--- config.mk ---
export PLATFORM = sky130hd
export DESIGN_NAME = grid_block_program_interpreter_core
export DESIGN_NICKNAME = d
export VERILOG_FILES = /design/src/rtl/gbpi_pkg.sv /design/src/rtl/gbpi_grid.sv /design/src/rtl/gbpi_ctrl.sv /design/src/rtl/gbpi_dp.sv /design/src/rtl/grid_block_program_interpreter_core.sv
export SDC_FILE = /design/constraint.sdc
export NUM_CORES = 1
export LEC_CHECK = 0
export BUFFER_PORTS_ARGS = -buffer_cell sky130_fd_sc_hd__buf_2
export CAP_MARGIN = 20
export CORE_MARGIN = 2
export CORE_UTILIZATION = 63
export CTS_CLUSTER_SIZE = 14
export DETAILED_ROUTE_END_ITERATION = 16
export PLACE_DENSITY = 0.81
export SKIP_CTS_REPAIR_TIMING = 1
export SYNTH_ARGS = -nofsm -noshare
export SYNTH_HDL_FRONTEND = slang
export SYNTH_HIERARCHICAL = 1
export SYNTH_SLANG_ARGS = --single-unit
--- constraint.sdc ---
create_clock -name i_clk -period 4.21 [get_ports i_clk]
set_input_delay 0.421 -clock i_clk [delete_from_list [all_inputs] [get_ports i_clk]]
set_output_delay 0.421 -clock i_clk [all_outputs]
set_load 0.01 [all_outputs]
--- src/rtl/gbpi_pkg.sv ---
package gbpi_pkg;

    // Command codes carried by the input transaction.
    localparam logic [2:0] CMD_WRITE_CELL  = 3'd0;
    localparam logic [2:0] CMD_WRITE_LABEL = 3'd1;
    localparam logic [2:0] CMD_CLEAR       = 3'd2;
    localparam logic [2:0] CMD_READY       = 3'd3;
    localparam logic [2:0] CMD_START       = 3'd4;
    localparam logic [2:0] CMD_STOP        = 3'd5;
    localparam logic [2:0] CMD_HIT         = 3'd6;
    localparam logic [2:0] CMD_STEP        = 3'd7;

    // Block types held in bits 7..6 of a cell.
    localparam logic [1:0] BLK_BASIC  = 2'd0;
    localparam logic [1:0] BLK_LABEL  = 2'd1;
    localparam logic [1:0] BLK_JUMP   = 2'd2;
    localparam logic [1:0] BLK_BRANCH = 2'd3;

    // Branch conditions selected by the serial of a branch cell.
    localparam logic [4:0] COND_HIT   = 5'd1;
    localparam logic [4:0] COND_TDOWN = 5'd2;

    // Halt codes.
    localparam logic [1:0] HALT_NONE   = 2'd0;
    localparam logic [1:0] HALT_NORMAL = 2'd1;
    localparam logic [1:0] HALT_ERROR  = 2'd2;

    // Grid geometry: positions are packed as {row, col} of three bits each.
    localparam int unsigned ROWS     = 8;
    localparam int unsigned COLS     = 8;
    localparam int unsigned POS_W    = 3;
    localparam int unsigned GRID_AW  = 2 * POS_W;
    localparam int unsigned GRID_N   = ROWS * COLS;
    localparam int unsigned CODE_W   = 8;
    localparam int unsigned SERIAL_W = 5;
    localparam logic [POS_W-1:0] SKIP = 3'd2;

    typedef struct packed {
        logic accept_simple;  // a non-step item, or a step while stopped
        logic accept_step;    // a step while running: begin the fetch
        logic fetch;          // current cell is on the read port
        logic exec;           // neighbours are on the read ports
        logic load_out;       // capture a result into the output register
    } t_ctrl_cmd;

    typedef struct packed {
        logic step_go;        // the offered item is a step and the program runs
    } t_dp_status;

endpackage

--- src/rtl/gbpi_grid.sv ---
module gbpi_grid (
    input  logic                                i_clk,
    input  logic                                i_rst_n,
    input  logic                                i_we,
    input  logic [gbpi_pkg::GRID_AW-1:0]        i_waddr,
    input  logic [gbpi_pkg::CODE_W-1:0]         i_wdata,
    input  logic [gbpi_pkg::GRID_AW-1:0]        i_raddr_a,
    input  logic [gbpi_pkg::GRID_AW-1:0]        i_raddr_b,
    output logic [gbpi_pkg::CODE_W-1:0]         o_rdata_a,
    output logic [gbpi_pkg::CODE_W-1:0]         o_rdata_b
);

    logic [gbpi_pkg::CODE_W-1:0]  r_mem [gbpi_pkg::GRID_N];
    logic [gbpi_pkg::GRID_N-1:0]  r_written;
    logic [gbpi_pkg::CODE_W-1:0]  r_rd_a;
    logic [gbpi_pkg::CODE_W-1:0]  r_rd_b;
    logic                         r_rv_a;
    logic                         r_rv_b;

    // Cells never written read as zero, so reset only clears the written bits.
    always_ff @(posedge i_clk) begin
        if (i_we) begin
            r_mem[i_waddr] <= i_wdata;
        end
        r_rd_a <= r_mem[i_raddr_a];
        r_rd_b <= r_mem[i_raddr_b];
    end

    always_ff @(posedge i_clk) begin
        if (!i_rst_n) begin
            r_written <= '0;
            r_rv_a    <= 1'b0;
            r_rv_b    <= 1'b0;
        end else begin
            if (i_we) begin
                r_written[i_waddr] <= 1'b1;
            end
            r_rv_a <= r_written[i_raddr_a];
            r_rv_b <= r_written[i_raddr_b];
        end
    end

    assign o_rdata_a = r_rv_a ? r_rd_a : '0;
    assign o_rdata_b = r_rv_b ? r_rd_b : '0;

endmodule

--- src/rtl/gbpi_ctrl.sv ---
module gbpi_ctrl (
    input  logic                    i_clk,
    input  logic                    i_rst_n,
    input  logic                    i_valid,
    output logic                    o_ready,
    output logic                    o_valid,
    input  logic                    i_ready,
    input  gbpi_pkg::t_dp_status    i_sts,
    output gbpi_pkg::t_ctrl_cmd     o_cmd
);

    localparam logic [1:0] ST_IDLE  = 2'd0;
    localparam logic [1:0] ST_FETCH = 2'd1;
    localparam logic [1:0] ST_EXEC  = 2'd2;

    logic [1:0] r_state;
    logic [1:0] n_state;
    logic       r_out_valid;
    logic       n_out_valid;
    logic       in_fire;

    assign o_ready = (r_state == ST_IDLE) && (!r_out_valid || i_ready);
    assign in_fire = i_valid && o_ready;
    assign o_valid = r_out_valid;

    always_comb begin
        o_cmd.accept_simple = in_fire && !i_sts.step_go;
        o_cmd.accept_step   = in_fire && i_sts.step_go;
        o_cmd.fetch         = (r_state == ST_FETCH);
        o_cmd.exec          = (r_state == ST_EXEC);
        o_cmd.load_out      = o_cmd.accept_simple || o_cmd.exec;
    end

    always_comb begin
        n_state = r_state;
        unique case (r_state)
            ST_IDLE: begin
                if (in_fire && i_sts.step_go) begin
                    n_state = ST_FETCH;
                end
            end
            ST_FETCH: begin
                n_state = ST_EXEC;
            end
            ST_EXEC: begin
                n_state = ST_IDLE;
            end
            default: begin
                n_state = ST_IDLE;
            end
        endcase
    end

    always_comb begin
        if (o_cmd.load_out) begin
            n_out_valid = 1'b1;
        end else if (i_ready) begin
            n_out_valid = 1'b0;
        end else begin
            n_out_valid = r_out_valid;
        end
    end

    always_ff @(posedge i_clk) begin
        if (!i_rst_n) begin
            r_state     <= ST_IDLE;
            r_out_valid <= 1'b0;
        end else begin
            r_state     <= n_state;
            r_out_valid <= n_out_valid;
        end
    end

endmodule

--- src/rtl/gbpi_dp.sv ---
module gbpi_dp #(
    parameter int LABELS = 15
) (
    input  logic                                i_clk,
    input  logic                                i_rst_n,
    input  gbpi_pkg::t_ctrl_cmd                 i_cmd_ctl,
    output gbpi_pkg::t_dp_status                o_sts,
    input  logic [2:0]                          i_cmd,
    input  logic [gbpi_pkg::POS_W-1:0]          i_row,
    input  logic [gbpi_pkg::POS_W-1:0]          i_col,
    input  logic [gbpi_pkg::CODE_W-1:0]         i_code,
    input  logic [3:0]                          i_label_index,
    input  logic                                i_targets_down,
    output logic [gbpi_pkg::SERIAL_W-1:0]       o_action,
    output logic                                o_is_running,
    output logic                                o_is_ready,
    output logic [1:0]                          o_halt,
    output logic [gbpi_pkg::POS_W-1:0]          o_cur_row,
    output logic [gbpi_pkg::POS_W-1:0]          o_cur_col
);

    localparam int NSLOT = LABELS + 1;
    localparam int SW    = (NSLOT > 1) ? $clog2(NSLOT) : 1;

    // Architectural state.
    logic [gbpi_pkg::GRID_AW-1:0]   r_label_pos [NSLOT];
    logic [NSLOT-1:0]               r_label_valid;
    logic [NSLOT-1:0]               n_label_valid;
    logic [gbpi_pkg::POS_W-1:0]     r_pos_row, n_pos_row;
    logic [gbpi_pkg::POS_W-1:0]     r_pos_col, n_pos_col;
    logic                           r_run, n_run;
    logic                           r_rdy, n_rdy;
    logic                           r_error, n_error;
    logic                           r_hit, n_hit;

    // Step working registers.
    logic                           r_tdown;
    logic [gbpi_pkg::CODE_W-1:0]    r_cell;
    logic                           r_right_in;
    logic                           r_down_in;

    // Result register.
    logic [gbpi_pkg::SERIAL_W-1:0]  r_out_action;
    logic                           r_out_run;
    logic                           r_out_rdy;
    logic [1:0]                     r_out_halt;
    logic [gbpi_pkg::POS_W-1:0]     r_out_row;
    logic [gbpi_pkg::POS_W-1:0]     r_out_col;
    logic [gbpi_pkg::SERIAL_W-1:0]  n_action;
    logic [1:0]                     n_halt;

    // Grid port signals.
    logic                           grid_we;
    logic [gbpi_pkg::GRID_AW-1:0]   raddr_a, raddr_b;
    logic [gbpi_pkg::CODE_W-1:0]    rd_a, rd_b;
    logic [3:0]                     nb_step;
    logic [3:0]                     nb_col_sum, nb_row_sum;

    // Write decode.
    logic                           wr_in_grid;
    logic [5:0]                     li_ext;
    logic                           li_in;
    logic [SW-1:0]                  wslot;

    // Step decode.
    logic [1:0]                     typ;
    logic [gbpi_pkg::SERIAL_W-1:0]  ser;
    logic                           basic_ok;
    logic                           right_nz, down_nz;
    logic                           ser_in;
    logic [SW-1:0]                  jslot;
    logic                           jmp_ok;
    logic                           cond;
    logic [gbpi_pkg::POS_W-1:0]     mv_n;
    logic [gbpi_pkg::POS_W-1:0]     col_mv, row_mv;
    logic                           st_err, st_ok, st_hitclr;
    logic [gbpi_pkg::SERIAL_W-1:0]  st_act;
    logic [gbpi_pkg::POS_W-1:0]     st_row, st_col;

    assign o_sts.step_go = (i_cmd == gbpi_pkg::CMD_STEP) && r_run;

    // ---------------------------------------------------------------
    // Grid access: the current cell is read while idle, the neighbours
    // one or two cells away while the current cell is decoded.
    // ---------------------------------------------------------------
    assign wr_in_grid = ({1'b0, i_row} < 4'(gbpi_pkg::ROWS)) &&
                        ({1'b0, i_col} < 4'(gbpi_pkg::COLS));
    assign grid_we    = i_cmd_ctl.accept_simple && (i_cmd == gbpi_pkg::CMD_WRITE_CELL) &&
                        wr_in_grid;

    assign nb_step    = (rd_a[7:6] == gbpi_pkg::BLK_BRANCH) ? 4'({1'b0, gbpi_pkg::SKIP})
                                                            : 4'd1;
    assign nb_col_sum = {1'b0, r_pos_col} + nb_step;
    assign nb_row_sum = {1'b0, r_pos_row} + nb_step;
    assign raddr_a    = i_cmd_ctl.fetch ? {r_pos_row, nb_col_sum[2:0]} : {r_pos_row, r_pos_col};
    assign raddr_b    = {nb_row_sum[2:0], r_pos_col};

    gbpi_grid u_grid (
        .i_clk     (i_clk),
        .i_rst_n   (i_rst_n),
        .i_we      (grid_we),
        .i_waddr   ({i_row, i_col}),
        .i_wdata   (i_code),
        .i_raddr_a (raddr_a),
        .i_raddr_b (raddr_b),
        .o_rdata_a (rd_a),
        .o_rdata_b (rd_b)
    );

    always_ff @(posedge i_clk) begin
        if (i_cmd_ctl.accept_step) begin
            r_tdown <= i_targets_down;
        end
        if (i_cmd_ctl.fetch) begin
            r_cell     <= rd_a;
            r_right_in <= nb_col_sum < 4'(gbpi_pkg::COLS);
            r_down_in  <= nb_row_sum < 4'(gbpi_pkg::ROWS);
        end
    end

    // ---------------------------------------------------------------
    // Label writes.
    // ---------------------------------------------------------------
    assign li_ext = {2'b00, i_label_index};
    assign li_in  = (li_ext <= 6'(LABELS)) && wr_in_grid;
    assign wslot  = li_ext[SW-1:0];

    // Slot 0 is read by a start even when it was never written, so every
    // stored position starts from zero.
    always_ff @(posedge i_clk) begin
        if (!i_rst_n) begin
            for (int i = 0; i < NSLOT; i++) begin
                r_label_pos[i] <= '0;
            end
        end else if (i_cmd_ctl.accept_simple && (i_cmd == gbpi_pkg::CMD_WRITE_LABEL) &&
                     li_in) begin
            r_label_pos[wslot] <= {i_row, i_col};
        end
    end

    // ---------------------------------------------------------------
    // Step decode.
    // ---------------------------------------------------------------
    assign typ      = r_cell[7:6];
    assign ser      = r_cell[4:0];
    assign basic_ok = (ser == 5'd1) || (ser == 5'd2) || (ser == 5'd3) ||
                      (ser == 5'd4) || (ser == 5'd7) || (ser == 5'd8);
    assign right_nz = r_right_in && (rd_a != '0);
    assign down_nz  = r_down_in && (rd_b != '0);
    assign ser_in   = (ser != '0) && ({1'b0, ser} <= 6'(LABELS));
    assign jslot    = ser[SW-1:0];
    assign jmp_ok   = ser_in && r_label_valid[jslot];
    assign cond     = (ser == gbpi_pkg::COND_HIT) ? r_hit : r_tdown;
    assign mv_n     = (typ == gbpi_pkg::BLK_BRANCH) ? gbpi_pkg::SKIP : 3'd1;
    assign col_mv   = r_pos_col + mv_n;
    assign row_mv   = r_pos_row + mv_n;

    always_comb begin
        st_err    = r_error;
        st_ok     = 1'b0;
        st_hitclr = 1'b0;
        st_act    = '0;
        st_row    = r_pos_row;
        st_col    = r_pos_col;
        unique case (typ) inside
            gbpi_pkg::BLK_BASIC, gbpi_pkg::BLK_LABEL: begin
                if (typ == gbpi_pkg::BLK_BASIC) begin
                    if (basic_ok) begin
                        st_act = ser;
                    end else begin
                        st_err = 1'b1;
                    end
                end
                st_ok = !st_err && (right_nz ^ down_nz);
                if (right_nz) begin
                    st_col = col_mv;
                end else begin
                    st_row = row_mv;
                end
            end
            gbpi_pkg::BLK_JUMP: begin
                if (!jmp_ok) begin
                    st_err = 1'b1;
                end
                st_ok  = jmp_ok;
                st_row = r_label_pos[jslot][5:3];
                st_col = r_label_pos[jslot][2:0];
            end
            default: begin
                if ((ser != gbpi_pkg::COND_HIT) && (ser != gbpi_pkg::COND_TDOWN)) begin
                    st_err = 1'b1;
                end
                if (cond) begin
                    st_ok  = !st_err && right_nz;
                    st_col = col_mv;
                end else begin
                    st_ok  = !st_err && down_nz;
                    st_row = row_mv;
                end
                st_hitclr = st_ok;
            end
        endcase
    end

    // ---------------------------------------------------------------
    // Next state for both directly accepted items and the end of a step.
    // ---------------------------------------------------------------
    always_comb begin
        n_label_valid = r_label_valid;
        n_pos_row     = r_pos_row;
        n_pos_col     = r_pos_col;
        n_run         = r_run;
        n_rdy         = r_rdy;
        n_error       = r_error;
        n_hit         = r_hit;
        n_action      = '0;
        n_halt        = gbpi_pkg::HALT_NONE;

        if (i_cmd_ctl.accept_simple) begin
            unique case (i_cmd)
                gbpi_pkg::CMD_WRITE_LABEL: begin
                    if (li_in) begin
                        n_label_valid[wslot] = 1'b1;
                    end
                end
                gbpi_pkg::CMD_CLEAR: begin
                    n_rdy         = 1'b0;
                    n_run         = 1'b0;
                    n_label_valid = '0;
                end
                gbpi_pkg::CMD_READY: begin
                    n_error = 1'b0;
                    n_rdy   = 1'b1;
                end
                gbpi_pkg::CMD_START: begin
                    if (r_rdy && !r_run) begin
                        n_pos_row = r_label_pos[0][5:3];
                        n_pos_col = r_label_pos[0][2:0];
                        n_hit     = 1'b0;
                        n_run     = 1'b1;
                    end
                end
                gbpi_pkg::CMD_STOP: begin
                    if (r_rdy) begin
                        n_run = 1'b0;
                    end
                end
                gbpi_pkg::CMD_HIT: begin
                    if (r_rdy) begin
                        n_hit = 1'b1;
                    end
                end
                default: begin
                end
            endcase
        end

        if (i_cmd_ctl.exec) begin
            n_error  = st_err;
            n_action = st_act;
            if (st_ok) begin
                n_pos_row = st_row;
                n_pos_col = st_col;
                if (st_hitclr) begin
                    n_hit = 1'b0;
                end
            end else if (st_err) begin
                n_rdy         = 1'b0;
                n_run         = 1'b0;
                n_label_valid = '0;
                n_action      = '0;
                n_halt        = gbpi_pkg::HALT_ERROR;
            end else begin
                n_run  = 1'b0;
                n_halt = gbpi_pkg::HALT_NORMAL;
            end
        end
    end

    always_ff @(posedge i_clk) begin
        if (!i_rst_n) begin
            r_label_valid <= '0;
            r_pos_row     <= '0;
            r_pos_col     <= '0;
            r_run         <= 1'b0;
            r_rdy         <= 1'b0;
            r_error       <= 1'b0;
            r_hit         <= 1'b0;
        end else begin
            r_label_valid <= n_label_valid;
            r_pos_row     <= n_pos_row;
            r_pos_col     <= n_pos_col;
            r_run         <= n_run;
            r_rdy         <= n_rdy;
            r_error       <= n_error;
            r_hit         <= n_hit;
        end
    end

    always_ff @(posedge i_clk) begin
        if (i_cmd_ctl.load_out) begin
            r_out_action <= n_action;
            r_out_run    <= n_run;
            r_out_rdy    <= n_rdy;
            r_out_halt   <= n_halt;
            r_out_row    <= n_pos_row;
            r_out_col    <= n_pos_col;
        end
    end

    assign o_action     = r_out_action;
    assign o_is_running = r_out_run;
    assign o_is_ready   = r_out_rdy;
    assign o_halt       = r_out_halt;
    assign o_cur_row    = r_out_row;
    assign o_cur_col    = r_out_col;

endmodule

--- src/rtl/grid_block_program_interpreter_core.sv ---
// Grid block program interpreter.
// One input channel (i_valid / o_ready) carries a command transaction: cell and
// label writes, clear, ready, start, stop, hit and step. Each input transaction
// gives exactly one result transaction on the output channel (o_valid / i_ready)
// with the emitted action, the running and ready flags, the halt code and the
// cursor position after the command.
// Every command other than a step of a running program finishes in the cycle it
// is accepted, so its registered result is valid in the next cycle, and a new
// transaction may follow in the very next cycle if that result is taken. A step
// of a running program first reads the current cell from the grid memory, then
// reads its right and down neighbours (one or two cells away) on the memory's two
// read ports, then resolves the step; no new transaction is taken before that.
// The registered reads of the 64-entry grid memory call for these phases.
// The output register parts the two channels: an input transaction is taken while
// a result still waits, provided that result is being taken in the same cycle.
// When the receiver stalls, the result holds and o_ready falls until it is taken.
// Reset (i_rst_n low, synchronous) clears the flags, cursor, label valid bits and
// the written bits of the grid, so every cell and label position reads as zero.
module grid_block_program_interpreter_core #(
    parameter int LABELS = 15
) (
    input  logic        i_clk,
    input  logic        i_rst_n,
    input  logic        i_valid,
    output logic        o_ready,
    input  logic [2:0]  i_cmd,
    input  logic [2:0]  i_row,
    input  logic [2:0]  i_col,
    input  logic [7:0]  i_code,
    input  logic [3:0]  i_label_index,
    input  logic        i_targets_down,
    output logic        o_valid,
    input  logic        i_ready,
    output logic [4:0]  o_action,
    output logic        o_is_running,
    output logic        o_is_ready,
    output logic [1:0]  o_halt,
    output logic [2:0]  o_cur_row,
    output logic [2:0]  o_cur_col
);

    // Command and status between the sequencer and the datapath.
    gbpi_pkg::t_ctrl_cmd  ctl_cmd;
    gbpi_pkg::t_dp_status dp_sts;

    // The controller owns both handshakes and walks a step through its
    // fetch and execute cycles.
    gbpi_ctrl u_ctrl (
        .i_clk   (i_clk),
        .i_rst_n (i_rst_n),
        .i_valid (i_valid),
        .o_ready (o_ready),
        .o_valid (o_valid),
        .i_ready (i_ready),
        .i_sts   (dp_sts),
        .o_cmd   (ctl_cmd)
    );

    // The datapath holds the grid, the labels, the cursor, the flags and the
    // result register.
    gbpi_dp #(
        .LABELS (LABELS)
    ) u_dp (
        .i_clk          (i_clk),
        .i_rst_n        (i_rst_n),
        .i_cmd_ctl      (ctl_cmd),
        .o_sts          (dp_sts),
        .i_cmd          (i_cmd),
        .i_row          (i_row),
        .i_col          (i_col),
        .i_code         (i_code),
        .i_label_index  (i_label_index),
        .i_targets_down (i_targets_down),
        .o_action       (o_action),
        .o_is_running   (o_is_running),
        .o_is_ready     (o_is_ready),
        .o_halt         (o_halt),
        .o_cur_row      (o_cur_row),
        .o_cur_col      (o_cur_col)
    );

endmodule
* Word level (Yosys, flattened, before mapping)
Memories as Yosys holds them, arrays and structs flattened. A register that Yosys moved wholly into a read port is not among the register bits. Cells that the tools add are included.
Cells by class: add/subtract/negate cells 4, multiply operators 0, divide/modulo/power cells 0, magnitude comparators 11, equality and inequality tests 22, shift operators 0, muxes and demuxes 89, bitwise logic cells 4, reductions and logical operators 45
Operators by type and width (number):
- 2-to-1 mux 16 bit | 5
- OR 64 bit | 1
- 2-to-1 mux 3 bit | 15
- 2-to-1 mux 1 bit | 41
- one-hot mux 16 bit (2 select lines) | 1
- 2-to-1 mux 5 bit | 5
- less-than comparator 6 x 7 -> 1 bit (second input constant) | 3
- logical AND 1 bit | 19
- 2-to-1 mux 8 bit | 2
- OR 16 bit | 1
- nonzero test 8 bit | 2
- binary-select mux 1 bit (select 6 bit) | 2
- equality test 3 bit (second input constant) | 4
- one-hot mux 3 bit (2 select lines) | 2
- equality test 5 x 2 -> 1 bit (second input constant) | 2
- equality test 5 x 3 -> 1 bit (second input constant) | 2
- less-than comparator 4 x 5 -> 1 bit (second input constant) | 2
- equality test 2 bit (second input constant) | 4
- less-than comparator 4 bit (second input constant) | 2
- 2-to-1 mux 2 bit | 4
- 2-to-1 mux 4 bit | 2
- one-hot mux 1 bit (2 select lines) | 4
- logical OR 1 bit | 7
- demux 1 bit (select 6 bit) | 1
- 32 further kinds | 42
Storage, ports and cells: flip-flop bits (word level) 121, bits in latches 0, RAM bits 608, ROM bits 0, input port bits 26, output and inout port bits 17, logic and storage cells 199, memories kept 2
Memory list:
- u_dp.u_grid.r_mem | depth 64, bits a word 8, read ports 2, clocked after memory_dff 2, write ports 1, RTL line gbpi_grid.sv:13 | logic [gbpi_pkg::CODE_W-1:0] r_mem [gbpi_pkg::GRID_N];
- u_dp.r_label_pos | depth 16, bits a word 6, read ports 2, clocked after memory_dff 1, write ports 16, RTL line gbpi_dp.sv:26 | logic [gbpi_pkg::GRID_AW-1:0] r_label_pos [NSLOT];

* Depth between registers and ports, before layout
word-level depth 14, mapped depth 15, gate-level depth less buffers 12

* Modules after synthesis
The synthesis kept the hierarchy.
Modules (own cells, without submodules):
- gbpi_grid | instances 1, cells each 1450, area each 27268.7 sq um, seq. area each 17016.3 sq um
- gbpi_dp | instances 1, cells each 631, area each 7663.6 sq um, seq. area each 4214.0 sq um
- gbpi_ctrl | instances 1, cells each 19, area each 180.2 sq um, seq. area each 60.1 sq um

* Worst setup path before layout
No wires, ideal clock.
kind register -> register, start register u_dp.u_grid.r_rv_a, end register u_dp/u_grid/r_rd_a[4] in the netlist's numbering, read port of u_dp.u_grid.r_mem, setup time 0.131 ns, arrival 2.948 ns, data required time 4.079 ns, path slack 1.130 ns, stages on the path, launching flop included 13, buffers on the path 2, period minus slack after synthesis 3.080 ns, cells stage by stage dfxtp_1 and2_1 nand2_1 ha_1 inv_1 fa_1 a21oi_1 buf_4 buf_2 mux4_2 mux4_2 o2111ai_1 o41ai_1
On the way: cells in the longest elaborated chain, start to end 5
Ends and longest elaborated chain:
- from (decl) | RTL line gbpi_grid.sv:17 | logic r_rv_a;
- from (signal assigned) | RTL line gbpi_grid.sv:38 | r_rv_a <= r_written[i_raddr_a];
- 2-to-1 mux 8 bit | RTL line gbpi_grid.sv:43 | assign o_rdata_a = r_rv_a ? r_rd_a : '0;
- via u_dp.rd_a, one bit | RTL line gbpi_dp.sv:55 | logic [gbpi_pkg::CODE_W-1:0] rd_a, rd_b;
- equality test 2 bit | RTL line gbpi_dp.sv:91 | assign nb_step = (rd_a[7:6] == gbpi_pkg::BLK_BRANCH) ? 4'({1'b0, gbpi_pkg::SKIP})
- 2-to-1 mux 2 bit | RTL line gbpi_dp.sv:91
- adder 3 x 4 -> 4 bit | RTL line gbpi_dp.sv:93 | assign nb_col_sum = {1'b0, r_pos_col} + nb_step;
- 2-to-1 mux 3 bit | RTL line gbpi_dp.sv:95 | assign raddr_a = i_cmd_ctl.fetch ? {r_pos_row, nb_col_sum[2:0]} : {r_pos_row, r_pos_col};
- via u_dp.raddr_a, one bit | RTL line gbpi_dp.sv:54 | logic [gbpi_pkg::GRID_AW-1:0] raddr_a, raddr_b;
- to (decl) | RTL line gbpi_grid.sv:15 | logic [gbpi_pkg::CODE_W-1:0] r_rd_a;
The timed path passes the listed nets, and every way through them passes these cells. A chain may end at the register's enable or synchronous reset.

* Worst setup path in the final report
start register u_dp.u_grid.r_rv_a, end register u_dp/u_grid/r_rd_a[2] in the netlist's numbering, read port of u_dp.u_grid.r_mem
The elaborated chain is that of the path after synthesis.

==> results.toml <==
[die]
coreArea_um2 = 55100
start_util_pct = 63.7
die_h_um = 240
rows = 86
dieArea_um2 = 57600
die_w_um = 240
ioPinCount = 43

[yosys]
synthArstFlopShare_pct = 0
synth_warnings = 6
ys_ff_latch = 747
avgSynthCellArea_um2 = 16.7
synth.area.top_cells = "edfxtp_1, mux4_2, dfxtp_1, mux2i_1, and2_1"
synth-seq-area-share_pct = 60.6
synth_top_cell_by_area = "edfxtp_1"
synth-edff-count = 633
ys.flop_type = "edfxtp_1"
synth_area_um2 = 35100
syn-num-nets = 2136
synthCells = 2100
netlist.area_leader.share_pct = 54.1
yosysUniqueCellTypes = 77

[sta]
setup_slack_ns = 0.450
post-route-period-util_pct = 89.3
setup_viol = 0
max_freq_ghz = 0.266
drv_slew = 0
hold_viol = 0
tns_ns = 0
worst_pin_slew_ns = 1.03
skew_ns = 0.0211
fin_crit_ns = 3.76
maxSlewHeadroom_pct = 31.5
rsz0062_at_grt = "false"

[placement]
place_congestion = 0.943
port_buffers = 42
hpwl_mm = 60.4
dp.cells = 2856
place_ws_ns = 0.557

[power]
vdd_drop_max_mv = 0.364
p_total_mw = 14.9
p_leak_nw = 12.5
powerDensity_nw_per_um2 = 382

[layout]
area_delta_synth_final_pct = 11.1
fin_util_pct = 70.8
final_nets = 2229
drive_gt1_share_pct = 28.5
n_fill_cell = 3361
antenna_cells = 0
instances_no_fill = 3001

[global_route]
grt_pass1_vias = 21500
grt_pass1_wl_mm = 138
grt_antenna_before_repair = 0
grt_overflow = 0
grt.total_usage_pct = 33.1
grt_max_degree = 149

[worst_setup_path]
r2r_slack_ns = 0.45
worstPathRequired_ns = 4.70
worstPathMaxFanout = 26
crit_type = "reg2reg"
critPathCaptureType = "flop"
startpoint_type = "flop"
worstPathArrival_ns = 4.25

[job]
maxCapViolCount = 0

[route]
viasPerCell = 7.26
wire_per_inst_um = 31.1
finalWirelength_mm = 93.2
initialDrtViolationCount = 3363
drtAntennaViolNets = 0
vias = 21800
remaining_drc_errors = 0
drtPass1Iterations = 6

[clock_network]
cts_buffer_depth = 3
tritoncts = "done"
clk_pin_slew_worst_paths_ns = 0.06
htree_levels = 3
cts_root_buffer = "clkbuf_16"
clkSinkCount = 747
worstSkewPairLatency_ns = 0.62
numCtsBuffers = 77

[hold_path]
min_path_type = "in2reg"

[outcome]
status = "completed"
## layout make-up
| cell class | count | area [um2] | area share (%) |
|---|---|---|---|
| Sequential cell | 747 | 21300 | 54.6 |
| Multi-Input combinational cell | 1182 | 13000 | 33.4 |
| Clock buffer | 98 | 2030 | 5.19 |
| Timing Repair Buffer | 168 | 1320 | 3.37 |
| Tap cell | 748 | 936 | 2.40 |
| Clock inverter | 41 | 357 | 0.914 |
| Inverter | 17 | 63.8 | 0.164 |
## sequential cells by signal, summed over array words and instances (netlist names), 2 cells and up, named ones only
name / cells
u_dp/u_grid/r_mem: 512
u_dp/r_label_pos: 96
u_dp/u_grid/r_written: 64
u_dp/r_label_valid: 15
u_dp/u_grid/r_rd_a: 8
u_dp/u_grid/r_rd_b: 8
u_dp/r_cell: 7
u_dp/o_action: 5
u_dp/o_cur_col: 3
u_dp/o_cur_row: 3
u_dp/r_pos_col: 3
u_dp/r_pos_row: 3
u_ctrl/r_state: 2
u_dp/o_halt: 2
## per-layer routing
metal	part of all wire (%)	global-route usage, %	up-vias
met2	48	52.2	1562
li1	-	-	8779
met3	11	7.44	270
met1	36	45.1	11200
met4	4.8	13.7	0
met5	0	0	-
## through the flow
step	hold slack [ns]	instance area (um2)
after floorplan	0.422	35100
after global placement	0.433	36500
after detailed placement	0.450	36500
after CTS	-0.0327	38900
after global routing	0.107	39000
final	0.105	39000
## path summary, 6_finish.rpt
path,end,start,cells after the start
max reg2reg,u_dp/u_grid/r_rd_a[2]$_DFF_P_,u_dp/u_grid/r_rv_a$_SDFF_PN0_,13
min reg2reg,u_dp/r_label_valid[7]$_SDFF_PN0_,u_dp/r_label_valid[7]$_SDFF_PN0_,2
max,u_dp/u_grid/r_rd_a[2]$_DFF_P_,u_dp/u_grid/r_rv_a$_SDFF_PN0_,13
min,u_ctrl/r_state[0]$_SDFFE_PN0P_,i_valid,2
## placed cells by master, fill, tap and decap left out, types with 16 or more instances in the layout
cell type  synthesis  routed
nand2_1           91      91
o21a_1            66      66
and2_1            88      88
o22ai_1           27      27
edfxtp_1         633     633
nand2b_1          18      18
mux2_2            27      26
mux4_2           317     317
clkbuf_1          68      19
nand3_1           20      20
a21oi_1           31      30
buf_4             30     113
nor3_1            16      16
buf_2             42      41
dfxtp_1          114     111
nor2_1           105     105
mux2i_1           82      82
clkbuf_16          0      77
o21ai_0           18      18
a211oi_1          17      17
and3_1            38      38
nor2b_1           34      33
## cells by family (layout without fill, tap and decap cells)
group                    Yosys count  count (layout)  synth area share, %
XOR/XNOR                           4               4               0.0998
adder cells (fa/ha/maj)           10              10                0.442
AND/OR/NAND/NOR                  464             464                 7.03
other                              1               1               0.0107
multiplexers                     426             426                 23.5
buffers and inverters            171             324                 2.43
AO/OA/AOI/OAI                    277             277                 5.82
flip-flops                       747             747                 60.6
## worst max-delay path: stages, from the launching register on
cell      delay (ns)
dfxtp_1         0.43
and2_1          0.21
nand2_1         0.18
ha_1            0.25
inv_1           0.08
fa_1            0.46
a21oi_4         0.21
buf_12          0.25
buf_4           0.27
mux2i_1         0.24
o22ai_1         0.11
a211oi_1        0.41
a221o_1         0.39
o21ai_1         0.14
## where the power goes
part | internal, mW | switching [mW]
Sequential | 8.04 | 0.0134
Combinational | 0.0671 | 0.222
Clock | 3.77 | 2.78
## synth_stat cells (all sizes together) (5+ instances only)
cell and instances:
a211o 7, a211oi 17, a21oi 31, a22o 6
a22oi 11, a31oi 5, a32o 7, and2 88
and3 38, buf 86, clkbuf 68, dfxtp 114
edfxtp 633, ha 6, inv 16, mux2 27
mux2i 82, mux4 317, nand2 91, nand2b 18
nand3 20, nand3b 6, nand4 5, nor2 105
nor2b 35, nor3 18, nor3b 6, nor4 7
o2111ai 8, o21a 66, o21ai 34, o221ai 15
o22a 5, o22ai 27, o41ai 11, or2 5
or3 8
No activity file was read; power rests on OpenSTA's default activity.
